--- config.mk ---
export PLATFORM = sky130hd
export DESIGN_NAME = pfc_len_rule
export DESIGN_NICKNAME = d
export VERILOG_FILES = /design/src/rtl/core/pfc_pkg.sv /design/src/rtl/core/pfc_len_rule.sv
export SDC_FILE = /design/constraint.sdc
export NUM_CORES = 1
export LEC_CHECK = 0
export BUFFER_PORTS_ARGS = -buffer_cell sky130_fd_sc_hd__buf_4
export CAP_MARGIN = 20
export CORE_AREA = 2 2 39 41
export DETAILED_ROUTE_END_ITERATION = 6
export DIE_AREA = 0 0 41 43
export PLACE_DENSITY = 0.74
export SYNTH_ARGS = -nofsm -noshare
export SYNTH_HDL_FRONTEND = slang
export SYNTH_SLANG_ARGS = --single-unit
--- constraint.sdc ---
create_clock -name vclk -period 3.92
set_input_delay 0.392 -clock vclk [all_inputs]
set_output_delay 0.392 -clock vclk [all_outputs]
set_load 0.01 [all_outputs]
--- src/rtl/core/pfc_pkg.sv ---
package pfc_pkg;

  // Default sizes
  localparam int unsigned LengthBitsDef  = 32;
  localparam int unsigned RecordBytesDef = 40;

  // Record phase counter width, covers record sizes up to 64 bytes
  localparam int unsigned PhaseW = 6;

  // Header layout
  localparam int unsigned LenFirstOfs = 2;
  localparam int unsigned LenLastOfs  = 5;
  localparam int unsigned TypeOfs     = 6;
  localparam int unsigned RecordOfs   = 9;
  localparam int unsigned MinLength   = 9;

  // Packet type codes
  localparam logic [7:0] TypeFull     = 8'd0;
  localparam logic [7:0] TypeMinA     = 8'd1;
  localparam logic [7:0] TypeShort    = 8'd3;
  localparam logic [7:0] TypeMinB     = 8'd4;
  localparam logic [7:0] TypeFixedA   = 8'd252;
  localparam logic [7:0] TypeRecords  = 8'd253;
  localparam logic [7:0] TypeFixedB   = 8'd254;
  localparam logic [7:0] TypeFixedC   = 8'd255;

  // Length rules per type
  localparam int unsigned LenFull     = 9 + 69;
  localparam int unsigned LenShort    = 9 + 2;
  localparam int unsigned LenFixedA   = 9 + 21;
  localparam int unsigned LenFixedB   = 9 + 5;
  localparam int unsigned LenFixedC   = 9 + 1;
  localparam int unsigned LenMinA     = 9 + 16;
  localparam int unsigned LenMinB     = 9 + 5;
  localparam int unsigned LenRecBase  = 9 + 2;

  // Result status codes
  typedef enum logic [1:0] {
    StOk    = 2'd0,
    StShort = 2'd1,
    StSum   = 2'd2,
    StType  = 2'd3
  } pfc_status_e;

endpackage

--- src/rtl/core/pfc_len_rule.sv ---
module pfc_len_rule #(
  parameter int unsigned LENGTH_BITS  = pfc_pkg::LengthBitsDef,
  parameter int unsigned RECORD_BYTES = pfc_pkg::RecordBytesDef
) (
  input  logic [LENGTH_BITS-1:0] length_i,
  input  logic [7:0]             type_i,
  input  logic                   phase_zero_i,
  output logic                   fits_o
);
  import pfc_pkg::*;

  localparam int unsigned RecMin = LenRecBase + RECORD_BYTES;

  // Check the advertised length against the rule of its type
  always_comb begin
    case (type_i)
      TypeFull:    fits_o = (length_i == LENGTH_BITS'(LenFull));
      TypeShort:   fits_o = (length_i == LENGTH_BITS'(LenShort));
      TypeFixedA:  fits_o = (length_i == LENGTH_BITS'(LenFixedA));
      TypeFixedB:  fits_o = (length_i == LENGTH_BITS'(LenFixedB));
      TypeFixedC:  fits_o = (length_i == LENGTH_BITS'(LenFixedC));
      TypeMinA:    fits_o = (length_i >= LENGTH_BITS'(LenMinA));
      TypeMinB:    fits_o = (length_i >= LENGTH_BITS'(LenMinB));
      TypeRecords: fits_o = (length_i >= LENGTH_BITS'(RecMin)) && phase_zero_i;
      default:     fits_o = 1'b1;
    endcase
  end

endmodule

Yosys cells after proc, flatten, opt, wreduce, memory -nomap -nowiden
Cells that the tools add are included.
{"block": "totals", "reg_bits": 0, "wordCells": 18, "out_inout_bits": 1, "inputBits": 41}
{"block": "op_classes", "reduce_logical": 2, "eq_ne": 12, "mux": 1, "n_lt_le_gt_ge": 3}
{"op": "== test 32 x 4 -> 1 bit, second input constant", "count": 3}
{"op": "== test 32 x 5 -> 1 bit, second input constant", "count": 1}
{"op": "== test 32 x 7 -> 1 bit, second input constant", "count": 1}
{"op": "== test 8 bit, second input constant", "count": 4}
{"op": ">= comparator 32 x 4 -> 1 bit, second input constant", "count": 1}
{"op": ">= comparator 32 x 5 -> 1 bit, second input constant", "count": 1}
{"op": ">= comparator 32 x 6 -> 1 bit, second input constant", "count": 1}
{"op": "== test 8 x 1 -> 1 bit, second input constant", "count": 1}
{"op": "== test 8 x 2 -> 1 bit, second input constant", "count": 1}
{"op": "== test 8 x 3 -> 1 bit, second input constant", "count": 1}
{"op": "zero test 8 bit", "count": 1}
{"op": "one-hot mux 1 bit (8 select lines)", "count": 1}
{"op": "logical AND 1 bit", "count": 1}

Longest topological paths before layout
Gate-level depths: netlist of run 1.
{"block": "depth", "word_depth": 3, "ltp_mapped": 6, "depth_no_buf": 5}

Least setup slack after synthesis of run 1
OpenSTA, ideal clock, no wires.
{"block": "synth_path", "path_type": "input -> output", "startpoint": "in type_i[5]", "endpoint": "out fits_o", "n_path_buf": 0, "t_arrival_ns": 2.037, "cell_stages": 5, "slack_ns": 1.491, "t_required_ns": 3.528, "path_cell_list": "or4_4 -> or3_4 -> or3b_1 -> and3_1 -> a311o_1"}
{"block": "synth_via", "elab_chain_cells": 2, "elab_cells_between_ends": 9, "cone_classes": "7 x eq/ne; 1 x mux; 1 x reduce/logical"}
{"element": "from (decl)", "line_no": "pfc_len_rule.sv:6", "source": "input logic [7:0] type_i,"}
{"element": "== test 8 bit, or another cell as far along", "line_no": "pfc_len_rule.sv:16", "source": "case (type_i)"}
{"element": "one-hot mux 1 bit (8 select lines) *", "line_no": "pfc_len_rule.sv:16"}
{"element": "to (decl)", "line_no": "pfc_len_rule.sv:8", "source": "output logic fits_o"}
Every way passes the cells marked *; elsewhere a longest branch is shown, timed or not.

Worst setup path after layout of run 1
Ends and elaborated chain as after synthesis.

==> results of run 1 <==
-- metrics by stage --
stage	power, mW	instances	setup slack, ns	util	hold WS (ns)
floorplan	0.01478	54	1.491	-	1.135
global placement	0.05297	110	1.249	0.4955	1.327
detailed placement	0.05416	110	1.235	0.4955	1.340
CTS	0.05432	110	1.232	0.4955	1.345
global route	0.05919	110	1.177	0.4955	1.359
finish	0.05394	110	1.240	0.4955	1.333
-- logic make-up (layout without fill, tap and decap cells) --
family,Yosys count,count (layout)
compound gates,15,15
xor+xnor,1,1
simple gates,34,34
buf+inv,2,42
mux,2,2
-- synthesized netlist by cell type --
library cell and count:
a211o_1 1, a211oi_1 2, a21oi_1 2, a311o_1 1, a31o_2 1, a32oi_1 1
and3_1 2, clkbuf_1 2, mux2i_1 2, nand2_1 5, nand2b_1 2, nand3_1 3
nand3b_1 1, nand4_1 2, nor2_1 2, nor2b_1 1, nor3_1 2, nor4_1 9
o21a_1 1, o21ai_0 2, o221ai_1 1, o31ai_1 1, o32a_1 1, o41a_1 1
or3_1 1, or3_4 1, or3b_1 1, or4_2 1, or4_4 1, xnor2_1 1
-- power by group through the flow --
stage               Clock [mW]  Combinational, mW  Sequential [mW]
CTS                          0             0.0543                0
finish                       0             0.0539                0
floorplan                    0             0.0148                0
global placement             0             0.0530                0
detailed placement           0             0.0542                0
global route                 0             0.0592                0
-- cell usage in the layout, fill, tap and decap left out, types with 2 or more instances in the layout --
master / count
nor4_1: 9
nand2_1: 5
nor3_1: 2
nand4_1: 2
nand2b_1: 2
buf_4: 42
o21ai_0: 2
a21oi_1: 2
mux2i_1: 2
and3_1: 2
nand3_1: 3
nor2_1: 2
a211oi_1: 2
-- cell type report --
class | instances | area [um^2] | area share
Timing Repair Buffer | 42 | 315.3 | 0.4599
Tap cell | 16 | 20.02 | 0.02920
Multi-Input combinational cell | 52 | 350.3 | 0.5109
-- how the worst min path moves through the flow --
stage	start	endpoint	slack, ns
3_3_place_gp	type_i[0]	fits_o	1.33
3_5_place_dp	type_i[0]	fits_o	1.34
4_1_cts	type_i[0]	fits_o	1.34
6_report	type_i[0]	fits_o	1.33
2_1_floorplan	length_i[18]	fits_o	1.13
5_1_grt	type_i[0]	fits_o	1.36
-- critical path: cells and delay by family --
| kind | cells | cell delay [ns] |
|---|---|---|
| AOI/OAI and AO/OA | 1 | 0.26 |
| buffers and inverters | 2 | 0.26 |
| and+or+nand+nor | 4 | 1.38 |
-- metal layers --
metal	track usage	share of wire	vias up	wire (um)
li1	-	-	310	-
met1	0.1962	0.35	296	510
met2	0.3125	0.47	41	688
met3	0.03141	0.18	0	270
met4	0	0	0	0
met5	0	0	-	0
==> out/metrics.yaml, run 1 <==
flow_run:
  cap_violations: 0
cells_and_area:
  nClkBuffers: 0
  fin_area_um2: 685.7
  drive_above_1_share: 0.4894
  area_growth_pct: 91.61
  seq_cells: 0
  diodes: 0
  regArea_um2: 0
  fin_nets: 137
  n_fill_cell: 153
grt:
  grt_max_degree: 10
  grt_pass1_wl_um: 2221
  track_usage: 0.1678
  grt_overflow: 0
  grt_pass1_vias: 596
  grt_antenna_before_repair: 0
route:
  wl_um: 1468
  drt_iter0_markers: 8
  vias: 647
  drtAntennaViolNets: 0
  drt_first_pass_iters: 4
  viasPerCell: 5.882
  drc: 0
  post_drt_wl_per_cell_um: 13.35
floorplanning:
  die_h_um: 43
  ios: 42
  coreArea_um2: 1384
  initial_core_util: 0.2586
  rows: 14
  die_area_um2: 1763
  fp.dieW_um: 41
clock_network:
  cts_setup_buffers: 0
  ctsResizeCount: 0
  cts_hold_buf: 0
pwr:
  p_leak_nw: 0.2805
  peakVddDrop_v: 0.00002771
  p_int_mw: 0.03408
  switching_power_mw: 0.01985
  switching_share: 0.3681
  seqPwrFrac: 0
  pwr-share-clk: 0
  power.density_nw_per_um2: 78.66
  power_frac_comb: 1.000
synthesis:
  syn_inst: 54
  muxShareOfSynthArea: 0.05594
  syn_nets: 95
  synth_compound_area_frac: 0.3252
  synth_top_area_cell: "nor4_1"
  synth_area_leaders: "nor4_1, mux2i_1, nand2_1"
  syn_avg_cell_area_um2: 6.627
  yosys.area_share.simple: 0.5734
  synth_area_um2: 357.8
  synth.distinct_cells: 30
  synth_adder_area_share: 0
  yosys_warnings: 0
  ys_seq_area_frac: 0
  synth_top_family_by_area: "simple AND/OR/NAND/NOR gates"
  synth.top_cell.area_share: 0.1573
  synth_xor_area_frac: 0.02448
worst_hold_path:
  min_path_cells: 4
  min_path_type: "in -> out"
setup_path:
  cp.required_ns: 3.53
  path_cells: "buf_4 -> or4_4 -> or3_4 -> or3b_1 -> and3_1 -> a311o_1 -> buf_4"
  cp_max_fo: 4
  startpoint_type: "input port"
  crit_type: "in -> out"
  cp_common_cell: "buf_4"
  cp_slowest_cell: "or4_4"
  crit_start: "type_i[5]"
  worstSetupEndpoint: "fits_o"
  slowest_delay_ns: 0.54
  crit_arrival_ns: 2.29
  endpoint_kind: "output pin"
sta:
  slew_headroom: 0.7166
  finalCritPeriodShare: 0.6836
  tns_ns: 0
  tightest_slew_ns: 0.4236
  rsz0062_at_grt: "no"
  fmax_mhz: 373.2
  finalHoldViolations: 0
  drv_slew: 0
  layout_min_cycle_time_ns: 2.680
  final-setup-viol-count: 0
placed_design:
  post_dp_cell_area_um2: 685.7
  gp_congestion: 0.8768
  dp.final_hpwl_um: 1246
  portBuffers: 42
outcome:
  status: "complete, no violations"
Note: power is estimated with default switching activity, not from simulation.
==> inputs of run 2 (changes only) <==
clock period = 2.71 ns   (was 3.92 ns; I/O delays follow)
==> out/metrics.yaml, run 2 (same netlist as run 1, synthesis figures left out) <==
route:
  vias: 638  # -1.4%
  viasPerCell: 5.800  # -1.4%
  drtAntennaViolNets: 0  # unchanged
  drc: 0  # unchanged
  met3_length_um: 270  # unchanged
  drt_first_pass_iters: 3  # -1
  drt_iter0_markers: 8  # unchanged
  wl_um: 1460  # -0.54%
  post_drt_wl_per_cell_um: 13.27  # -0.54%
  top_layer_used: "met3"
  wl_met2_um: 680  # -1.2%
  routedLengthMet1_um: 510  # unchanged
setup_path:
  slowest_delay_ns: 0.54  # about the same
  crit_start: "type_i[5]"
  cp_max_fo: 4  # unchanged
  cp_slowest_cell: "or4_4"
  crit_type: "in -> out"
  cp.required_ns: 2.44  # -1.09 ns
  crit_arrival_ns: 2.18  # -0.11 ns
  path_cells: "buf_4 -> or4_4 -> or3_4 -> or3b_1 -> and3_1 -> a311o_1 -> buf_4"
  cp_common_cell: "buf_4"
  startpoint_type: "input port"
  endpoint_kind: "output pin"
  path_buf_inv: 2  # unchanged
  cpLargestDelayFamily: "simple AND/OR/NAND/NOR gates"
pwr:
  p_leak_nw: 0.2805  # unchanged
  switching_share: 0.3667  # -0.001417
  pwr-share-clk: 0  # unchanged
  p_total_mw: 0.07783  # +44%
  power.density_nw_per_um2: 113.5  # +44%
  power_frac_comb: 1.000  # about the same
  peakVddDrop_v: 0.00004046  # +46%
  seqPwrFrac: 0  # unchanged
  p_int_mw: 0.04929  # +45%
  switching_power_mw: 0.02854  # +44%
sta:
  timing.hold.ws_ns: 1.095  # -0.2383 ns
  drv_slew: 0  # unchanged
  slew_headroom: 0.7227  # +0.006144
  tns_ns: 0  # unchanged
  layout_min_cycle_time_ns: 2.452
  worst_slack_ns: 0.2581  # -0.9822 ns
  tightest_slew_ns: 0.4144  # -0.009181 ns
  rsz0062_at_grt: "no"
  final-setup-viol-count: 0  # unchanged
  fmax_mhz: 407.8
  finalCritPeriodShare: 0.9048
  finalHoldViolations: 0  # unchanged
grt:
  grt_overflow: 0  # unchanged
  track_usage: 0.1638  # -0.003996
  grt_max_degree: 10  # unchanged
  grt_antenna_before_repair: 0  # unchanged
  grt_pass1_wl_um: 2187  # -1.5%
  grt_pass1_vias: 597  # +0.17%
cells_and_area:
  final_cell_mix: "buf_4, nor4_1, nand2_1, nand3_1"
  n_fill_cell: 155  # +1.3%
  final_common_cell: "buf_4"
  fin_nets: 137  # unchanged
  area_growth_pct: 91.61  # unchanged
  drive_above_1_share: 0.4894  # unchanged
  fin_util: 0.4955  # unchanged
  nClkBuffers: 0  # unchanged
  final_cells: 110  # unchanged
  regArea_um2: 0  # unchanged
  fin_area_um2: 685.7  # unchanged
  seq_cells: 0  # unchanged
  diodes: 0  # unchanged
worst_hold_path:
  min_path_type: "in -> out"
  worstHoldStart: "type_i[0]"
clock_network:
  cts_hold_buf: 0  # unchanged
  ctsResizeCount: 0  # unchanged
  cts_setup_buffers: 0  # unchanged
outcome:
  status: "complete, no violations"
placed_design:
  portBuffers: 42  # unchanged
  gp_congestion: 0.8771  # about the same
  dp.final_hpwl_um: 1228  # -1.5%
  post_dp_cell_area_um2: 685.7  # unchanged
  dpl.cell_count: 110  # unchanged
  dp_slack_ns: 0.2564  # -0.9786 ns
floorplanning:
  rows: 14  # unchanged
  fp.dieW_um: 41  # unchanged
  die_h_um: 43  # unchanged
  initial_core_util: 0.2586  # unchanged
  coreArea_um2: 1384  # unchanged
  die_area_um2: 1763  # unchanged
  ios: 42  # unchanged
flow_run:
  cap_violations: 0  # unchanged
## run 2: metal layers
| metal | track usage | vias up |
|---|---|---|
| li1 | - | 311 |
| met1 | 0.1804 | 290 |
| met2 | 0.3125 | 37 |
| met3 | 0.03665 | 0 |
| met4 | 0 | 0 |
| met5 | 0 | - |
## run 2: power groups by stage
stage                     registers, mW  logic [mW]  clock network, mW
after CTS                             0      0.0781                  0
after global routing                  0      0.0852                  0
after detailed placement              0      0.0777                  0
final                                 0      0.0778                  0
after global placement                0      0.0767                  0
after floorplan                       0      0.0214                  0
## run 2: path summary, 6_finish.rpt
check | to | slack (ns) | cells past startpoint
min | fits_o | 1.09 | 4
max | fits_o | 0.26 | 7
## run 2: layout make-up
type                       count  area, um^2  area share
tap                           16       20.02     0.02920
multi-input combinational     52       350.3      0.5109
timing repair buffer          42       315.3      0.4599
==> inputs of run 3 (changes only) <==
PLACE_DENSITY = not set   (was 0.74)
PLACE_DENSITY_LB_ADDON = 0.25   (was not set)
RECOVER_POWER = 50   (was not set)
==> out/metrics.yaml, run 3 (same netlist as run 1, synthesis figures left out) <==
outcome:
  status: "complete, no violations"
route:
  post_drt_wl_per_cell_um: 11.59  # -13%
  viasPerCell: 5.464  # -5.8%
  drc: 0  # unchanged
  drt_iter0_markers: 12  # +4
  wl_um: 1275  # -13%
  drt_first_pass_iters: 4  # +1
  vias: 601  # -5.8%
  drtAntennaViolNets: 0  # unchanged
pwr:
  peakVddDrop_v: 0.00004706  # +16%
  power.density_nw_per_um2: 112.1  # -1.2%
  p_leak_nw: 0.2786  # -0.69%
grt:
  grt_pass1_vias: 510  # -15%
  track_usage: 0.1469  # -0.01698
  grt_pass1_wl_um: 1932  # -12%
  grt_antenna_before_repair: 0  # unchanged
  grt_max_degree: 10  # unchanged
  grt_overflow: 0  # unchanged
cells_and_area:
  fin_nets: 137  # unchanged
  nClkBuffers: 0  # unchanged
  area_growth_pct: 90.21
  drive_above_1_share: 0.4787  # -0.01064
  fin_area_um2: 680.7  # -0.73%
  regArea_um2: 0  # unchanged
  final_common_cell: "buf_4"
  fin_util: 0.4919  # -0.003616
  seq_cells: 0  # unchanged
  final_cell_mix: "buf_4, nor4_1, nand2_1, nand3_1"
  n_fill_cell: 152  # -1.9%
  diodes: 0  # unchanged
sta:
  slew_headroom: 0.7552  # +0.03243
  tightest_slew_ns: 0.3659  # -0.04847 ns
  layout_min_cycle_time_ns: 2.477  # +0.02540 ns
  timing.hold.ws_ns: 1.085  # -0.009620 ns
  finalHoldViolations: 0  # unchanged
  rsz0062_at_grt: "no"
  fmax_mhz: 403.7  # -1.0%
  final-setup-viol-count: 0  # unchanged
  tns_ns: 0  # unchanged
  finalCritPeriodShare: 0.9141  # +0.009371
  drv_slew: 0  # unchanged
clock_network:
  ctsResizeCount: 0  # unchanged
  cts_hold_buf: 0  # unchanged
  cts_setup_buffers: 0  # unchanged
setup_path:
  cp.required_ns: 2.44  # about the same
  endpoint_kind: "output pin"
  crit_type: "in -> out"
  crit_start: "type_i[5]"
  worstSetupEndpoint: "fits_o"
  startpoint_type: "input port"
  crit_arrival_ns: 2.21  # +0.03 ns
  cp_max_fo: 4  # unchanged
floorplanning:
  die_h_um: 43  # unchanged
  rows: 14  # unchanged
  ios: 42  # unchanged
  initial_core_util: 0.2586  # unchanged
  die_area_um2: 1763  # unchanged
  fp.dieW_um: 41  # unchanged
  coreArea_um2: 1384  # unchanged
flow_run:
  cap_violations: 0  # unchanged
worst_hold_path:
  min_path_type: "in -> out"
placed_design:
  dp.final_hpwl_um: 1097  # -11%
  portBuffers: 42  # unchanged
  post_dp_cell_area_um2: 685.7  # unchanged
  gp_congestion: 0.8865  # +1.1%
[run 3: how the worst min path moves through the flow]
| stage | slack, ns | cells past startpoint | from | endpoint |
|---|---|---|---|---|
| 6_report | 1.09 | 4 | type_i[0] | fits_o |
| 5_1_grt | 1.10 | 4 | type_i[0] | fits_o |
| 4_1_cts | 1.09 | 4 | type_i[0] | fits_o |
| 3_5_place_dp | 1.08 | 4 | type_i[0] | fits_o |
| 3_3_place_gp | 1.09 | 4 | type_i[0] | fits_o |
| 2_1_floorplan | 0.89 | 3 | length_i[18] | fits_o |
[run 3: layout make-up]
| class | instances | area, um^2 | share of cell area |
|---|---|---|---|
| multi-input combinational | 52 | 345.3 | 0.5074 |
| tap | 16 | 20.02 | 0.02941 |
| timing repair buffer | 42 | 315.3 | 0.4632 |
[run 3: metal layers]
metal	track usage	part of all wire	wire [um]
met3	0.005236	0.18	233
met5	0	0	0
met4	0	0	0
met1	0.1804	0.38	484
met2	0.2781	0.44	556
[run 3: critical path, cell delays in order]
cell and delay, ns:
buf_4 0.11, or4_4 0.54, or3_1 0.39, or3b_1 0.35, and3_1 0.15, a311o_1 0.26, buf_4 0.14
[run 3: report_power, final]
| part | switching [mW] | internal, mW |
|---|---|---|
| Sequential | 0 | 0 |
| Clock | 0 | 0 |
| Combinational | 0.0272 | 0.0491 |
| Total | 0.0272 | 0.0491 |
[run 3: stage by stage]
step	setup slack (ns)	power, mW	std cells
finish	0.2327	0.07631	110
global route	0.1648	0.08445	110
CTS	0.2641	0.07702	110
global placement	0.2756	0.07586	110
detailed placement	0.2633	0.07691	110
floorplan	0.5228	0.02137	54
